===== config.mk =====
export PLATFORM = sky130hd
export DESIGN_NAME = carriage_control_tape_engine_core
export DESIGN_NICKNAME = d
export VERILOG_FILES = /design/src/design/ccte_pkg.sv /design/src/design/ccte_mod_unit.sv /design/src/design/ccte_tape_mem.sv /design/src/design/carriage_control_tape_engine_core.sv
export SDC_FILE = /design/constraint.sdc
export NUM_CORES = 2
export LEC_CHECK = 0
export BUFFER_PORTS_ARGS = -buffer_cell sky130_fd_sc_hd__buf_2
export CAP_MARGIN = 20
export CORE_MARGIN = 2
export CORE_UTILIZATION = 40
export CTS_CLUSTER_SIZE = 12
export DETAILED_ROUTE_END_ITERATION = 8
export PLACE_DENSITY = 0.56
export SETUP_SLACK_MARGIN = 0.2
export SLEW_MARGIN = 15
export SYNTH_ARGS = -nofsm -noshare
export SYNTH_HDL_FRONTEND = slang
export SYNTH_HIERARCHICAL = 1
export SYNTH_SLANG_ARGS = --single-unit

===== constraint.sdc =====
create_clock -name clk -period 11.25 [get_ports clk]
set_input_delay 2.25 -clock clk [delete_from_list [all_inputs] [get_ports clk]]
set_output_delay 2.25 -clock clk [all_outputs]
set_load 0.01 [all_outputs]

===== src/design/ccte_pkg.sv =====
// shared types, constants and helpers for the carriage control tape engine
`timescale 1ns / 1ps

package ccte_pkg;

  localparam int TAPE_DEPTH_DEF = 132;

  localparam int PUNCH_W = 13;
  localparam int SUM_W   = 9;

  localparam logic [7:0]         LENGTH_RST  = 8'd66;
  localparam logic [PUNCH_W-1:0] FIRST_ENTRY = 13'd3;
  localparam logic [3:0]         TOP_CHANNEL = 4'd12;
  localparam logic [3:0]         NINE_CHANNEL = 4'd9;
  localparam logic [3:0]         MAX_SPACE   = 4'd3;

  localparam logic [1:0] OP_LOAD  = 2'd0;
  localparam logic [1:0] OP_CMD   = 2'd1;
  localparam logic [1:0] OP_PRINT = 2'd2;

  localparam logic [1:0] KIND_SKIP_NOW   = 2'd0;
  localparam logic [1:0] KIND_SPACE_AFTER = 2'd1;
  localparam logic [1:0] KIND_SPACE_NOW  = 2'd2;
  localparam logic [1:0] KIND_SKIP_AFTER = 2'd3;

  typedef struct packed {
    logic             start;
    logic [SUM_W-1:0] dividend;
    logic [SUM_W-1:0] divisor;
  } mod_req_t;

  typedef struct packed {
    logic             done;
    logic [SUM_W-1:0] rem;
  } mod_rsp_t;

  function automatic logic punched(logic [PUNCH_W-1:0] mask, logic [3:0] ch);
    logic [PUNCH_W-1:0] sh;
    sh = mask >> ch;
    return sh[0];
  endfunction

endpackage


===== src/design/ccte_mod_unit.sv =====
// iterative restoring remainder unit, one dividend bit per cycle
`timescale 1ns / 1ps

module ccte_mod_unit import ccte_pkg::*; (
  input  logic     clk,
  input  logic     rst_n,
  input  mod_req_t req,
  output mod_rsp_t rsp
);

  localparam int CNT_W = $clog2(SUM_W + 1);
  localparam logic [CNT_W-1:0] STEP_CNT = CNT_W'(SUM_W);

  logic             busy_r;
  logic             done_r;
  logic [CNT_W-1:0] cnt_r;
  logic [SUM_W-1:0] dvd_r;
  logic [SUM_W-1:0] dvs_r;
  logic [SUM_W-1:0] rem_r;

  logic [SUM_W:0]   trial;
  logic [SUM_W:0]   diff;
  logic [SUM_W-1:0] rem_nxt;

  always_comb begin
    trial = {rem_r, dvd_r[SUM_W-1]};
    diff  = trial - {1'b0, dvs_r};
    // partial remainder stays below the divisor, so it fits the narrow width
    if (trial >= {1'b0, dvs_r}) begin
      rem_nxt = diff[SUM_W-1:0];
    end else begin
      rem_nxt = trial[SUM_W-1:0];
    end
  end

  always_ff @(posedge clk) begin
    if (!rst_n) begin
      busy_r <= 1'b0;
      done_r <= 1'b0;
      cnt_r  <= '0;
    end else begin
      done_r <= 1'b0;
      if (req.start) begin
        busy_r <= 1'b1;
        cnt_r  <= STEP_CNT;
      end else if (busy_r) begin
        cnt_r <= cnt_r - 1'b1;
        if (cnt_r == CNT_W'(1)) begin
          busy_r <= 1'b0;
          done_r <= 1'b1;
        end
      end
    end
  end

  always_ff @(posedge clk) begin
    if (req.start) begin
      rem_r <= '0;
      dvd_r <= req.dividend;
      dvs_r <= req.divisor;
    end else if (busy_r) begin
      rem_r <= rem_nxt;
      dvd_r <= {dvd_r[SUM_W-2:0], 1'b0};
    end
  end

  assign rsp.done = done_r;
  assign rsp.rem  = rem_r;

endmodule


===== src/design/ccte_tape_mem.sv =====
// tape store: single write port, registered read, per-entry valid bits
`timescale 1ns / 1ps

module ccte_tape_mem import ccte_pkg::*; #(
  parameter int DEPTH = TAPE_DEPTH_DEF,
  parameter int AW    = $clog2(DEPTH)
) (
  input  logic               clk,
  input  logic               rst_n,
  input  logic               we,
  input  logic [AW-1:0]      waddr,
  input  logic [PUNCH_W-1:0] wdata,
  input  logic [AW-1:0]      raddr,
  output logic [PUNCH_W-1:0] rdata
);

  logic [PUNCH_W-1:0] mem [DEPTH];
  logic [DEPTH-1:0]   valid_r;
  logic [PUNCH_W-1:0] rd_r;
  logic               rvld_r;
  logic               rzero_r;

  always_ff @(posedge clk) begin
    if (!rst_n) begin
      valid_r <= '0;
    end else if (we) begin
      valid_r[waddr] <= 1'b1;
    end
  end

  always_ff @(posedge clk) begin
    if (we) begin
      mem[waddr] <= wdata;
    end
    rd_r    <= mem[raddr];
    rvld_r  <= valid_r[raddr];
    rzero_r <= (raddr == '0);
  end

  // unwritten entries read as the power-on tape
  assign rdata = rvld_r ? rd_r : (rzero_r ? FIRST_ENTRY : '0);

endmodule


===== src/design/carriage_control_tape_engine_core.sv =====
// carriage control tape engine: sequencer, tape store and shared remainder unit
//
//   channel  dir  ports                       contents
//   in       in   in_tvalid/tready/tdata/tuser one command, load or print-done
//   out      out  out_tvalid/tready/tdata     one result per input transfer
//   cfg      in   cfg_we/cfg_wdata            tape length register
//
// load and no-op items go straight from dispatch to the output state; a space or print
// advance waits on the shared remainder unit and then on a tape read; a channel skip
// waits on it too, then sweeps up to n entries, n the tape length in use, one entry a cycle.
// one item at a time: in_tready is high only while the sequencer is idle.
// a result waits in the output register while the next item is taken.
// reset is synchronous; the tape reads as its power-on contents until written.
`timescale 1ns / 1ps

module carriage_control_tape_engine_core import ccte_pkg::*; #(
  parameter int TAPE_DEPTH = TAPE_DEPTH_DEF
) (
  input  logic        clk,
  input  logic        rst_n,
  input  logic        in_tvalid,
  output logic        in_tready,
  // modifier[5:0], suppress_advance[6], tape_index[14:7], tape_punches[27:15]
  input  logic [31:0] in_tdata,
  // opcode[1:0]
  input  logic [1:0]  in_tuser,
  output logic        out_tvalid,
  input  logic        out_tready,
  // lines_advanced[7:0], form_feed[8], overprint[9], channel9_flag[10],
  // channel12_flag[11], status[12]
  output logic [15:0] out_tdata,
  input  logic        cfg_we,
  input  logic [7:0]  cfg_wdata
);

  localparam int AW = $clog2(TAPE_DEPTH);
  localparam int CW = $clog2(TAPE_DEPTH + 2);
  localparam logic [SUM_W-1:0] DEPTH_W = SUM_W'(TAPE_DEPTH);

  localparam logic [2:0] S_IDLE   = 3'd0;
  localparam logic [2:0] S_DISP   = 3'd1;
  localparam logic [2:0] S_MOD    = 3'd2;
  localparam logic [2:0] S_SWEEP  = 3'd3;
  localparam logic [2:0] S_ADV_RD = 3'd4;
  localparam logic [2:0] S_ADV    = 3'd5;
  localparam logic [2:0] S_OUT    = 3'd6;

  // item registers
  logic [1:0]         op_r;
  logic [1:0]         kind_r;
  logic [3:0]         val_r;
  logic               sup_r;
  logic [7:0]         idx_r;
  logic [PUNCH_W-1:0] punch_r;

  logic [2:0]    state_r, state_nxt;
  logic [7:0]    len_r;
  logic [AW-1:0] position_r, position_nxt;
  logic [7:0]    pend_r, pend_nxt;
  logic          pskip_r, pskip_nxt;
  logic          ind9_r, ind9_nxt;
  logic          ind12_r, ind12_nxt;
  logic          out_valid_r, out_valid_nxt;
  logic          chk_valid_r, chk_valid_nxt;

  logic          skip_now_r, skip_now_nxt;
  logic          sweep_r, sweep_nxt;
  logic [7:0]    adv_cnt_r, adv_cnt_nxt;
  logic          adv_skip_r, adv_skip_nxt;
  logic [AW-1:0] newpos_r, newpos_nxt;
  logic [AW-1:0] sw_addr_r, sw_addr_nxt;
  logic [CW-1:0] sw_dist_r, sw_dist_nxt;
  logic [CW-1:0] chk_dist_r, chk_dist_nxt;
  logic [AW-1:0] chk_addr_r, chk_addr_nxt;
  logic [7:0]    res_lines_r, res_lines_nxt;
  logic          res_ff_r, res_ff_nxt;
  logic          res_op_r, res_op_nxt;
  logic          res_stat_r, res_stat_nxt;
  logic [15:0]   out_data_r, out_data_nxt;

  logic [SUM_W-1:0]   len_w;
  logic [SUM_W-1:0]   used_w;
  logic [CW-1:0]      used_n;
  logic               in_xfer;
  logic               chan_ok;
  logic               mem_we;
  logic [AW-1:0]      mem_raddr;
  logic [PUNCH_W-1:0] rdata;
  mod_req_t           mod_req;
  mod_rsp_t           mod_rsp;

  ccte_tape_mem #(.DEPTH(TAPE_DEPTH), .AW(AW)) u_mem (
    .clk   (clk),
    .rst_n (rst_n),
    .we    (mem_we),
    .waddr (idx_r[AW-1:0]),
    .wdata (punch_r),
    .raddr (mem_raddr),
    .rdata (rdata)
  );

  ccte_mod_unit u_mod (
    .clk   (clk),
    .rst_n (rst_n),
    .req   (mod_req),
    .rsp   (mod_rsp)
  );

  // tape length in use, clamped to 1..TAPE_DEPTH
  always_comb begin
    len_w = {1'b0, len_r};
    if (len_w == '0) begin
      used_w = SUM_W'(1);
    end else if (len_w > DEPTH_W) begin
      used_w = DEPTH_W;
    end else begin
      used_w = len_w;
    end
    used_n = used_w[CW-1:0];
  end

  assign in_tready = (state_r == S_IDLE);
  assign in_xfer   = in_tvalid && in_tready;
  assign chan_ok   = (val_r != 4'd0) && (val_r <= TOP_CHANNEL);
  assign mem_we    = (state_r == S_DISP) && (op_r == OP_LOAD) &&
                     ({1'b0, idx_r} < DEPTH_W);

  always_comb begin
    unique case (state_r)
      S_SWEEP:  mem_raddr = sw_addr_r;
      S_ADV_RD: mem_raddr = newpos_r;
      default:  mem_raddr = position_r;
    endcase
  end

  always_comb begin
    state_nxt     = state_r;
    position_nxt  = position_r;
    pend_nxt      = pend_r;
    pskip_nxt     = pskip_r;
    ind9_nxt      = ind9_r;
    ind12_nxt     = ind12_r;
    out_valid_nxt = out_valid_r && !out_tready;
    chk_valid_nxt = chk_valid_r;
    skip_now_nxt  = skip_now_r;
    sweep_nxt     = sweep_r;
    adv_cnt_nxt   = adv_cnt_r;
    adv_skip_nxt  = adv_skip_r;
    newpos_nxt    = newpos_r;
    sw_addr_nxt   = sw_addr_r;
    sw_dist_nxt   = sw_dist_r;
    chk_dist_nxt  = chk_dist_r;
    chk_addr_nxt  = chk_addr_r;
    res_lines_nxt = res_lines_r;
    res_ff_nxt    = res_ff_r;
    res_op_nxt    = res_op_r;
    res_stat_nxt  = res_stat_r;
    out_data_nxt  = out_data_r;
    mod_req.start    = 1'b0;
    mod_req.dividend = SUM_W'(position_r) + SUM_W'(1);
    mod_req.divisor  = used_w;

    unique case (state_r)
      S_IDLE: begin
        if (in_xfer) begin
          state_nxt = S_DISP;
        end
      end

      S_DISP: begin
        res_lines_nxt = '0;
        res_ff_nxt    = 1'b0;
        res_op_nxt    = 1'b0;
        res_stat_nxt  = 1'b0;
        state_nxt     = S_OUT;
        if (op_r == OP_CMD) begin
          unique case (kind_r)
            KIND_SKIP_NOW: begin
              // rdata holds the current line here
              if (chan_ok && !punched(rdata, val_r)) begin
                mod_req.start = 1'b1;
                skip_now_nxt  = 1'b1;
                sweep_nxt     = 1'b1;
                state_nxt     = S_MOD;
              end
            end
            KIND_SPACE_AFTER: begin
              if (val_r <= MAX_SPACE) begin
                pend_nxt  = 8'(val_r);
                pskip_nxt = 1'b0;
                ind9_nxt  = 1'b0;
                ind12_nxt = 1'b0;
              end
            end
            KIND_SPACE_NOW: begin
              if (val_r <= MAX_SPACE) begin
                mod_req.start    = 1'b1;
                mod_req.dividend = SUM_W'(position_r) + SUM_W'(val_r);
                adv_cnt_nxt      = 8'(val_r);
                adv_skip_nxt     = 1'b0;
                sweep_nxt        = 1'b0;
                state_nxt        = S_MOD;
              end
            end
            default: begin
              if (chan_ok) begin
                ind9_nxt      = 1'b0;
                ind12_nxt     = 1'b0;
                mod_req.start = 1'b1;
                skip_now_nxt  = 1'b0;
                sweep_nxt     = 1'b1;
                state_nxt     = S_MOD;
              end
            end
          endcase
        end else if (op_r == OP_PRINT) begin
          pend_nxt  = '0;
          pskip_nxt = 1'b0;
          if (pend_r != '0) begin
            mod_req.start    = 1'b1;
            mod_req.dividend = SUM_W'(position_r) + SUM_W'(pend_r);
            adv_cnt_nxt      = pend_r;
            adv_skip_nxt     = pskip_r;
            sweep_nxt        = 1'b0;
            state_nxt        = S_MOD;
          end else if (!sup_r) begin
            mod_req.start    = 1'b1;
            mod_req.dividend = SUM_W'(position_r) + SUM_W'(1);
            adv_cnt_nxt      = 8'd1;
            adv_skip_nxt     = 1'b0;
            sweep_nxt        = 1'b0;
            state_nxt        = S_MOD;
          end else begin
            res_op_nxt = 1'b1;
          end
        end
      end

      S_MOD: begin
        if (mod_rsp.done) begin
          if (sweep_r) begin
            sw_addr_nxt   = mod_rsp.rem[AW-1:0];
            sw_dist_nxt   = CW'(1);
            chk_valid_nxt = 1'b0;
            state_nxt     = S_SWEEP;
          end else begin
            newpos_nxt = mod_rsp.rem[AW-1:0];
            state_nxt  = S_ADV_RD;
          end
        end
      end

      S_SWEEP: begin
        // reads run one entry ahead of the punch check
        if (sw_dist_r <= used_n) begin
          chk_valid_nxt = 1'b1;
          chk_dist_nxt  = sw_dist_r;
          chk_addr_nxt  = sw_addr_r;
          sw_addr_nxt   = (CW'(sw_addr_r) == used_n - CW'(1)) ? '0 : sw_addr_r + 1'b1;
          sw_dist_nxt   = sw_dist_r + 1'b1;
        end else begin
          chk_valid_nxt = 1'b0;
        end
        if (chk_valid_r) begin
          if (punched(rdata, val_r)) begin
            chk_valid_nxt = 1'b0;
            state_nxt     = S_OUT;
            if (skip_now_r) begin
              position_nxt  = chk_addr_r;
              res_lines_nxt = 8'(chk_dist_r);
              res_ff_nxt    = rdata[0];
              ind9_nxt      = rdata[NINE_CHANNEL];
              ind12_nxt     = rdata[TOP_CHANNEL];
            end else begin
              pend_nxt  = 8'(chk_dist_r);
              pskip_nxt = 1'b1;
            end
          end else if (chk_dist_r == used_n) begin
            // runaway: channel not punched anywhere
            chk_valid_nxt = 1'b0;
            res_stat_nxt  = 1'b1;
            state_nxt     = S_OUT;
          end
        end
      end

      S_ADV_RD: begin
        state_nxt = S_ADV;
      end

      S_ADV: begin
        position_nxt  = newpos_r;
        res_lines_nxt = adv_cnt_r;
        res_ff_nxt    = adv_skip_r && rdata[0];
        ind9_nxt      = rdata[NINE_CHANNEL];
        ind12_nxt     = rdata[TOP_CHANNEL];
        state_nxt     = S_OUT;
      end

      S_OUT: begin
        if (!out_valid_r || out_tready) begin
          out_data_nxt  = {3'b000, res_stat_r, ind12_r, ind9_r, res_op_r, res_ff_r,
                           res_lines_r};
          out_valid_nxt = 1'b1;
          state_nxt     = S_IDLE;
        end
      end

      default: begin
        state_nxt = S_IDLE;
      end
    endcase
  end

  always_ff @(posedge clk) begin
    if (!rst_n) begin
      state_r     <= S_IDLE;
      len_r       <= LENGTH_RST;
      position_r  <= '0;
      pend_r      <= '0;
      pskip_r     <= 1'b0;
      ind9_r      <= 1'b0;
      ind12_r     <= 1'b0;
      out_valid_r <= 1'b0;
      chk_valid_r <= 1'b0;
    end else begin
      state_r     <= state_nxt;
      position_r  <= position_nxt;
      pend_r      <= pend_nxt;
      pskip_r     <= pskip_nxt;
      ind9_r      <= ind9_nxt;
      ind12_r     <= ind12_nxt;
      out_valid_r <= out_valid_nxt;
      chk_valid_r <= chk_valid_nxt;
      if (cfg_we) begin
        len_r <= cfg_wdata;
      end
    end
  end

  always_ff @(posedge clk) begin
    if (in_xfer) begin
      op_r    <= in_tuser;
      val_r   <= in_tdata[3:0];
      kind_r  <= in_tdata[5:4];
      sup_r   <= in_tdata[6];
      idx_r   <= in_tdata[14:7];
      punch_r <= in_tdata[27:15];
    end
    skip_now_r  <= skip_now_nxt;
    sweep_r     <= sweep_nxt;
    adv_cnt_r   <= adv_cnt_nxt;
    adv_skip_r  <= adv_skip_nxt;
    newpos_r    <= newpos_nxt;
    sw_addr_r   <= sw_addr_nxt;
    sw_dist_r   <= sw_dist_nxt;
    chk_dist_r  <= chk_dist_nxt;
    chk_addr_r  <= chk_addr_nxt;
    res_lines_r <= res_lines_nxt;
    res_ff_r    <= res_ff_nxt;
    res_op_r    <= res_op_nxt;
    res_stat_r  <= res_stat_nxt;
    out_data_r  <= out_data_nxt;
  end

  assign out_tvalid = out_valid_r;
  assign out_tdata  = out_data_r;

`ifndef SYNTHESIS
  a_accept_dispatch: assert property (@(posedge clk) disable iff (!rst_n)
    in_xfer |=> (state_r == S_DISP))
    else $error("accepted item not dispatched");

  a_mod_done_in_mod: assert property (@(posedge clk) disable iff (!rst_n)
    mod_rsp.done |-> (state_r == S_MOD))
    else $error("remainder result outside wait state");

  a_position_range: assert property (@(posedge clk) disable iff (!rst_n)
    (state_r == S_IDLE) |-> ({1'b0, CW'(position_r)} < {1'b0, CW'(TAPE_DEPTH)}))
    else $error("tape position beyond depth");

  a_sweep_bound: assert property (@(posedge clk) disable iff (!rst_n)
    ((state_r == S_SWEEP) && chk_valid_r) |-> (chk_dist_r <= used_n))
    else $error("sweep ran past tape length");
`endif

endmodule

# Word-level counts from Yosys, hierarchy flattened
# Memory sizes are Yosys's and may differ from the RTL's. A register that Yosys moved wholly into a read port is not among the register bits.
# Index checks and enable logic that the tools add are counted.
[op_classes] mux=125 reduce_logical=45 addsub=8 n_bitwise=6 magnitude_cmp=9 eq_ne=40 shifts=1
[op_table] cell="two-way mux 8 bit" n=27
[op_table] cell="bitwise OR 132 bit" n=1
[op_table] cell="one-hot mux 8 bit (2 select lines)" n=5
[op_table] cell="two-way mux 10 bit" n=6
[op_table] cell="two-way mux 1 bit" n=50
[op_table] cell="two-way mux 3 bit" n=14
[op_table] cell="two-way mux 9 bit" n=4
[op_table] cell="!= test 2 bit (second input constant)" n=12
[op_table] cell="one-hot mux 8 bit (3 select lines)" n=1
[op_table] cell="one-hot mux 3 bit (7 select lines)" n=1
[op_table] cell="less-than comparator 8 x 9 -> 1 bit (second input constant)" n=2
[op_table] cell="adder 8 x 1 -> 8 bit (second input constant)" n=2
[op_table] cell="== test 8 bit" n=2
[op_table] cell="logical NOT 8 bit" n=2
[op_table] cell="AND reduction 4 bit" n=4
[op_table] cell="one-hot mux 1 bit (3 select lines)" n=5
[op_table] cell="AND reduction 5 bit" n=3
[op_table] cell="AND reduction 7 bit" n=2
[op_table] cell="two-way mux 13 bit" n=1
[op_table] cell=">> shifter 13 x 4 -> 1 bit" n=1
[op_table] cell="!= test 3 bit (second input constant)" n=4
[op_table] cell="nonzero test 2 bit" n=6
[op_table] cell="greater-or-equal comparator 10 x 9 -> 1 bit" n=1
[op_table] cell="!= test 2 x 1 -> 1 bit (second input constant)" n=5
[op_table] cell="41 further kinds" n=73
[word_totals] input_bits=47 memories=1 mem_bits_rw=1716 ff_bits=304 wordCells=275 out_inout_bits=18
[mem_list] name="u_mem.mem" words=132 word_bits=13 rd=1 rd_ports_with_merged_regs=1 write_ports=1 line_no="ccte_tape_mem.sv:17" source="logic [PUNCH_W-1:0] mem [DEPTH];"

# Depth between registers and ports, before layout
[depth] word_depth=10 ltp_mapped=18 depth_no_buf=12

# Cells and area by module
# The synthesis kept the hierarchy.
[modules_own_cells] mod="ccte_tape_mem" area_per_inst_um2=71830.1 seq_area_each_um2=54472.2 n_inst=1 cells_each=3568
[modules_own_cells] mod="carriage_control_tape_engine_core" area_per_inst_um2=7616.1 seq_area_each_um2=3793.6 n_inst=1 cells_each=747
[modules_own_cells] mod="ccte_mod_unit" area_per_inst_um2=1776.7 seq_area_each_um2=840.8 n_inst=1 cells_each=158

# Worst setup path after synthesis
# No wires, ideal clock.
[synth_timing] path_kind="reg-to-reg" start="register len_r[4]" end="register sw_addr_r[0] (enable)" stages_incl_launch_ff=14 required_time_ns=10.862 t_arrival_ns=3.820 setup_slack_ns=7.042 path_buffers=2 synth_period_minus_slack_ns=4.208 setup_time_ns=0.388 path_cell_list="dfxtp_1 -> buf_6 -> or4_1 -> buf_6 -> o21ai_0 -> nand2_1 -> ha_1 -> nand3_1 -> o22ai_1 -> nor3_1 -> o21ai_0 -> a21oi_1 -> a31oi_1 -> nor2_1"
[synth_via] elab_chain_len=6 word_cells_on_any_way=7 classes_between="2 x order compare; 1 x eq/ne; 2 x mux; 2 x reduce/logical"
[synth_lines] item="start: declaration" line_no="carriage_control_tape_engine_core.sv:57" source="logic [7:0] len_r;"
[synth_lines] item="start signal: assignment" line_no="carriage_control_tape_engine_core.sv:336" source="len_r <= cfg_wdata;"
[synth_lines] item="> comparator 8 bit" line_no="carriage_control_tape_engine_core.sv:114" source="end else if (len_w > DEPTH_W) begin"
[synth_lines] item="two-way mux 8 bit" line_no="carriage_control_tape_engine_core.sv:114"
[synth_lines] item="two-way mux 8 bit *" line_no="carriage_control_tape_engine_core.sv:112" source="if (len_w == '0) begin"
[synth_lines] item="less-or-equal comparator 8 bit *" line_no="carriage_control_tape_engine_core.sv:255" source="if (sw_dist_r <= used_n) begin"
[synth_lines] item="!= test 2 bit (no line) *"
[synth_lines] item="AND reduction 4 bit (no line) *"
[synth_lines] item="end signal: assignment" line_no="carriage_control_tape_engine_core.sv:355" source="sw_addr_r <= sw_addr_nxt;"
[synth_lines] item="end: declaration" line_no="carriage_control_tape_engine_core.sv:71" source="logic [AW-1:0] sw_addr_r, sw_addr_nxt;"
# Mark *: on every way between the ends. The rest lies on a longest branch, timed or not.
# A chain may end at the register's enable or synchronous reset.

# Worst setup path after layout
[layout_timing] start="register state_r[1]" end="register u_mem.rd_r[2], read port of u_mem.mem"
[layout_via] elab_chain_len=2 word_cells_on_any_way=3 classes_between="2 x eq/ne; 1 x mux"
[layout_lines] item="start: declaration" line_no="carriage_control_tape_engine_core.sv:56" source="logic [2:0] state_r, state_nxt;"
[layout_lines] item="start signal: assignment" line_no="carriage_control_tape_engine_core.sv:327" source="state_r <= state_nxt;"
[layout_lines] item="== test 3 bit / == test 3 x 2 -> 1 bit (equally long branches)" line_no="carriage_control_tape_engine_core.sv:129" source="unique case (state_r)"
[layout_lines] item="one-hot mux 8 bit (2 select lines) *" line_no="carriage_control_tape_engine_core.sv:129"
[layout_lines] item="net mem_raddr[1]" line_no="carriage_control_tape_engine_core.sv:87" source="logic [AW-1:0] mem_raddr;"
[layout_lines] item="end: declaration" line_no="ccte_tape_mem.sv:19" source="logic [PUNCH_W-1:0] rd_r;"
# The timed path passes the listed nets; every way through them passes the cells marked *.

==> metrics.md <==
| Metric | Value |
|---|---|
| Setup slack, reg-to-reg | `4690 ps` |
| TritonCTS Buffers | `210` |
| Skew-Pair Late Insertion Delay | `870 ps` |
| Die span in x | `455 um` |
| Layout cells sized above 1 | `20.9%` |
| Number of enable flip-flop cells after synthesis | `1839` |
| Outcome | `finished, final reports clean` |
| GR Util All Layers | `20.6%` |
| CTS tree | `yes` |
| Global-route wire length before repair | `307000 um` |
| Syn_area_per_cell | `18.2 um2` |
| Synth unique cells | `76` |
| Post-CTS sizing | `0` |
| Clock sinks | `2033` |
| FF-to-FF path depth | `14` |
| Vias per cell | `5.69` |
| DRT iter0 DRCs | `4879` |
| Top_reg_cell synth | `edfxtp_1` |
| Tmin final | `6560 ps` |
| Flops & latches, synth | `2033` |
| Final nets | `4764` |
| Vias in the first global route | `42238` |
| Worst R2R Start | `state_r[1]$_SDFFE_PN0P_` |
| Most frequent cells in the layout | `edfxtp_1, mux4_2, mux2i_1` |
| Total gr overflow | `0` |
| Kind of critical path | `reg2reg` |
| Ys Warns | `6` |
| Setup violators final | `0` |
| Hold WC Path Type | `reg2reg` |
| Total setup buffers inserted after CTS | `0` |
| Share of the synthesized area in the top cell type | `68.0%` |
| Comb pwr share | `32.2%` |
| Leak | `0.0287 uW` |
| Post-cts hold buffer count | `0` |
| Async SR Flop Fraction | `0%` |
| Leading area contributor after synthesis | `edfxtp_1` |
| Seq/Total Area, Yosys | `72.8%` |
| Total of fill cells in the finished design | `17219` |
| Worst Setup Start Kind | `flip-flop` |
| Die ar. | `207000 um2` |
| Seq. cell area | `59100 um2` |
| Worst Setup EP | `u_mem/rd_r[2]$_DFF_P_` |
| PD cells | `251 nW/um2` |
| Final Skew | `85.8 ps` |
| Worst setup EP type | `flip-flop` |
| Num rows | `165` |
| Count of input and output buffers | `57` |
| H-tree levels | `4` |
| Place WS | `4770 ps` |
| Post-route clock period utilization | `58.3%` |
| Core area | `202000 um2` |
| IO Count | `65` |
| RD Place Congestion | `0.861` |
| Synthesized cell area | `81200 um2` |
| Switching power | `7760 uW` |
| Final Hold Vio Count | `0` |
| Critical path required time | `11940 ps` |
| Area grow syn2layout | `13.4%` |
| Vias | `42815` |
| Critical path origin | `state_r[1]$_SDFFE_PN0P_` |
| Dpl cell area | `85300 um2` |
| Clock Pin Slew Worst Setup and Hold Paths | `60 ps` |
| Peak supply drop | `0.189 mV` |
| DRC violations left | `0` |
| Arr. time, crit path | `7250 ps` |
| Unrepaired setup endpoints after global routing | `no` |
| Worst rel slew slack | `20.7%` |
| CTS Buffer Depth | `3` |
| Setup TNS | `0 ps` |
| DP HPWL | `128000 um` |
| Fin Hold WS | `420 ps` |
| Fmax | `152 MHz` |
| Max-Cap Viols | `0` |
| Flop pwr share | `38.4%` |
| Antenna violations before repair | `7` |
| Root Driver | `clkbuf_16` |
| Largest net degree at the start of global routing | `105` |
| Finished Cell Area | `92100 um2` |
| Top post-synthesis cells by area | `edfxtp_1, mux4_2, dfxtp_1, mux2i_1, o21a_1` |
| Final Worst Setup Slack | `4690 ps` |
| Detail Route Antenna Nets | `0` |
| Power Total | `23100 uW` |
| Slew Limit Fails | `0` |
| RR Endpoint | `u_mem/rd_r[2]$_DFF_P_` |
| Worst Tran Pin Value | `1190 ps` |
| Post-Synthesis Cells | `4473` |
| Commonest non-fill, non-tap cell in the layout | `edfxtp_1` |
| Initial Util | `40.2%` |
| TritonRoute pass-1 iters | `5` |
| Internal power | `15300 uW` |
| Routed WL | `214000 um` |
| Area of the multi-input gates | `20700 um2` |
| Die Y | `455 um` |
| Drt wl/cell | `28.5 um` |
| Sw Share | `33.6%` |
| Clock share of power | `29.3%` |
| Critical-path maximum fanout | `57` |
-- final cells by class --
cell class,instances,share of cell area [%]
clock inverters,61,0.801
clock buffers,328,6.54
inverters,64,0.263
diodes,4,0.0109
well taps,2672,3.63
flip-flops and latches,2033,64.2
repair buffers,257,2.14
multi-input cells,2106,22.5
-- cell families after synthesis --
group | share of synthesized area [%]
AOI/OAI and AO/OA | 6.08
xor gates and xnor gates | 0.496
adders and majority gates | 0.721
buffers and inverters | 2.06
DFF | 72.8
muxes | 14.4
other | 0.00462
and+or+nand+nor | 3.48
-- synth_stat cells (10+ instances only) --
library cell,count
o21a_1,138
and3_1,10
a311oi_1,10
o21ai_0,75
buf_1,19
mux4_2,373
nand2_1,140
nor3_1,24
and2_1,19
inv_1,62
ha_1,42
o2111ai_1,10
xnor2_1,23
nand2b_1,20
o22ai_1,28
buf_6,27
a21oi_1,121
a22o_1,19
nand3_1,65
a22oi_1,108
o211ai_1,30
mux2_2,21
clkbuf_1,127
nor2b_1,51
mux2i_1,305
a211oi_1,33
a221oi_1,34
dfxtp_1,194
a31oi_1,30
nor2_1,228
edfxtp_1,1839
buf_2,68
xor2_1,23
buf_4,32
-- how the worst min path moves through the flow --
stage          depth (start not counted)                     end                     start  slack, ps
2_1_floorplan                          0  out_tdata[0]$_DFFE_PP_  res_lines_r[0]$_DFFE_PP_        400
3_3_place_gp                           0  out_tdata[9]$_DFFE_PP_    res_op_r$_SDFFCE_PP0P_        400
3_5_place_dp                           0  out_tdata[9]$_DFFE_PP_    res_op_r$_SDFFCE_PP0P_        410
4_1_cts                                0  out_tdata[9]$_DFFE_PP_    res_op_r$_SDFFCE_PP0P_        420
5_1_grt                                0  out_tdata[5]$_DFFE_PP_  res_lines_r[5]$_DFFE_PP_        420
6_report                               0  out_tdata[5]$_DFFE_PP_  res_lines_r[5]$_DFFE_PP_        420
-- metal layers --
metal	vias up	GRT usage, %	part of all wire [%]
met1	22673	29.2	43
met4	0	5.60	2.3
met5	-	0	0
met3	251	3.38	6.8
met2	1463	33.1	48
li1	18428	-	-
-- sequential cells by signal, indices dropped and copies added (netlist names), 9 cells and up --
register	flops
u_mod/rem_r	9
u_mod/dvd_r	9
u_mem/rd_r	13
u_mod/dvs_r	9
u_mem/mem	1716
punch_r	13
u_mem/valid_r	132
out_tdata	13
-- power groups by stage --
stage	logic [uW]	registers (uW)	clock network, uW
2_1_floorplan	4730	9160	0
3_3_place_gp	7440	9030	0
3_5_place_dp	7480	9030	0
4_1_cts	7490	8870	6910
5_1_grt	7840	8890	7200
6_report	7440	8870	6770
-- critical path, stage by stage (launching register included) --
cell      delay, ps
dfxtp_1         300
buf_4           310
nor2b_1         280
nand2_1         500
o21ai_1         560
o22ai_1         240
a21oi_4         860
buf_4           470
buf_4           750
buf_4           530
mux4_2          390
mux4_2          480
nor2b_1         190
a21oi_1         300
o211ai_1        150
-- metrics by stage --
| stage | cells | utilization, % |
|---|---|---|
| floorplan | 4476 | - |
| global placement | 7120 | 42.2 |
| detailed placement | 7126 | 42.2 |
| CTS | 7515 | 45.6 |
| global route | 7522 | 45.6 |
| finish | 7525 | 45.6 |
Note: power is estimated with default switching activity, not from simulation.
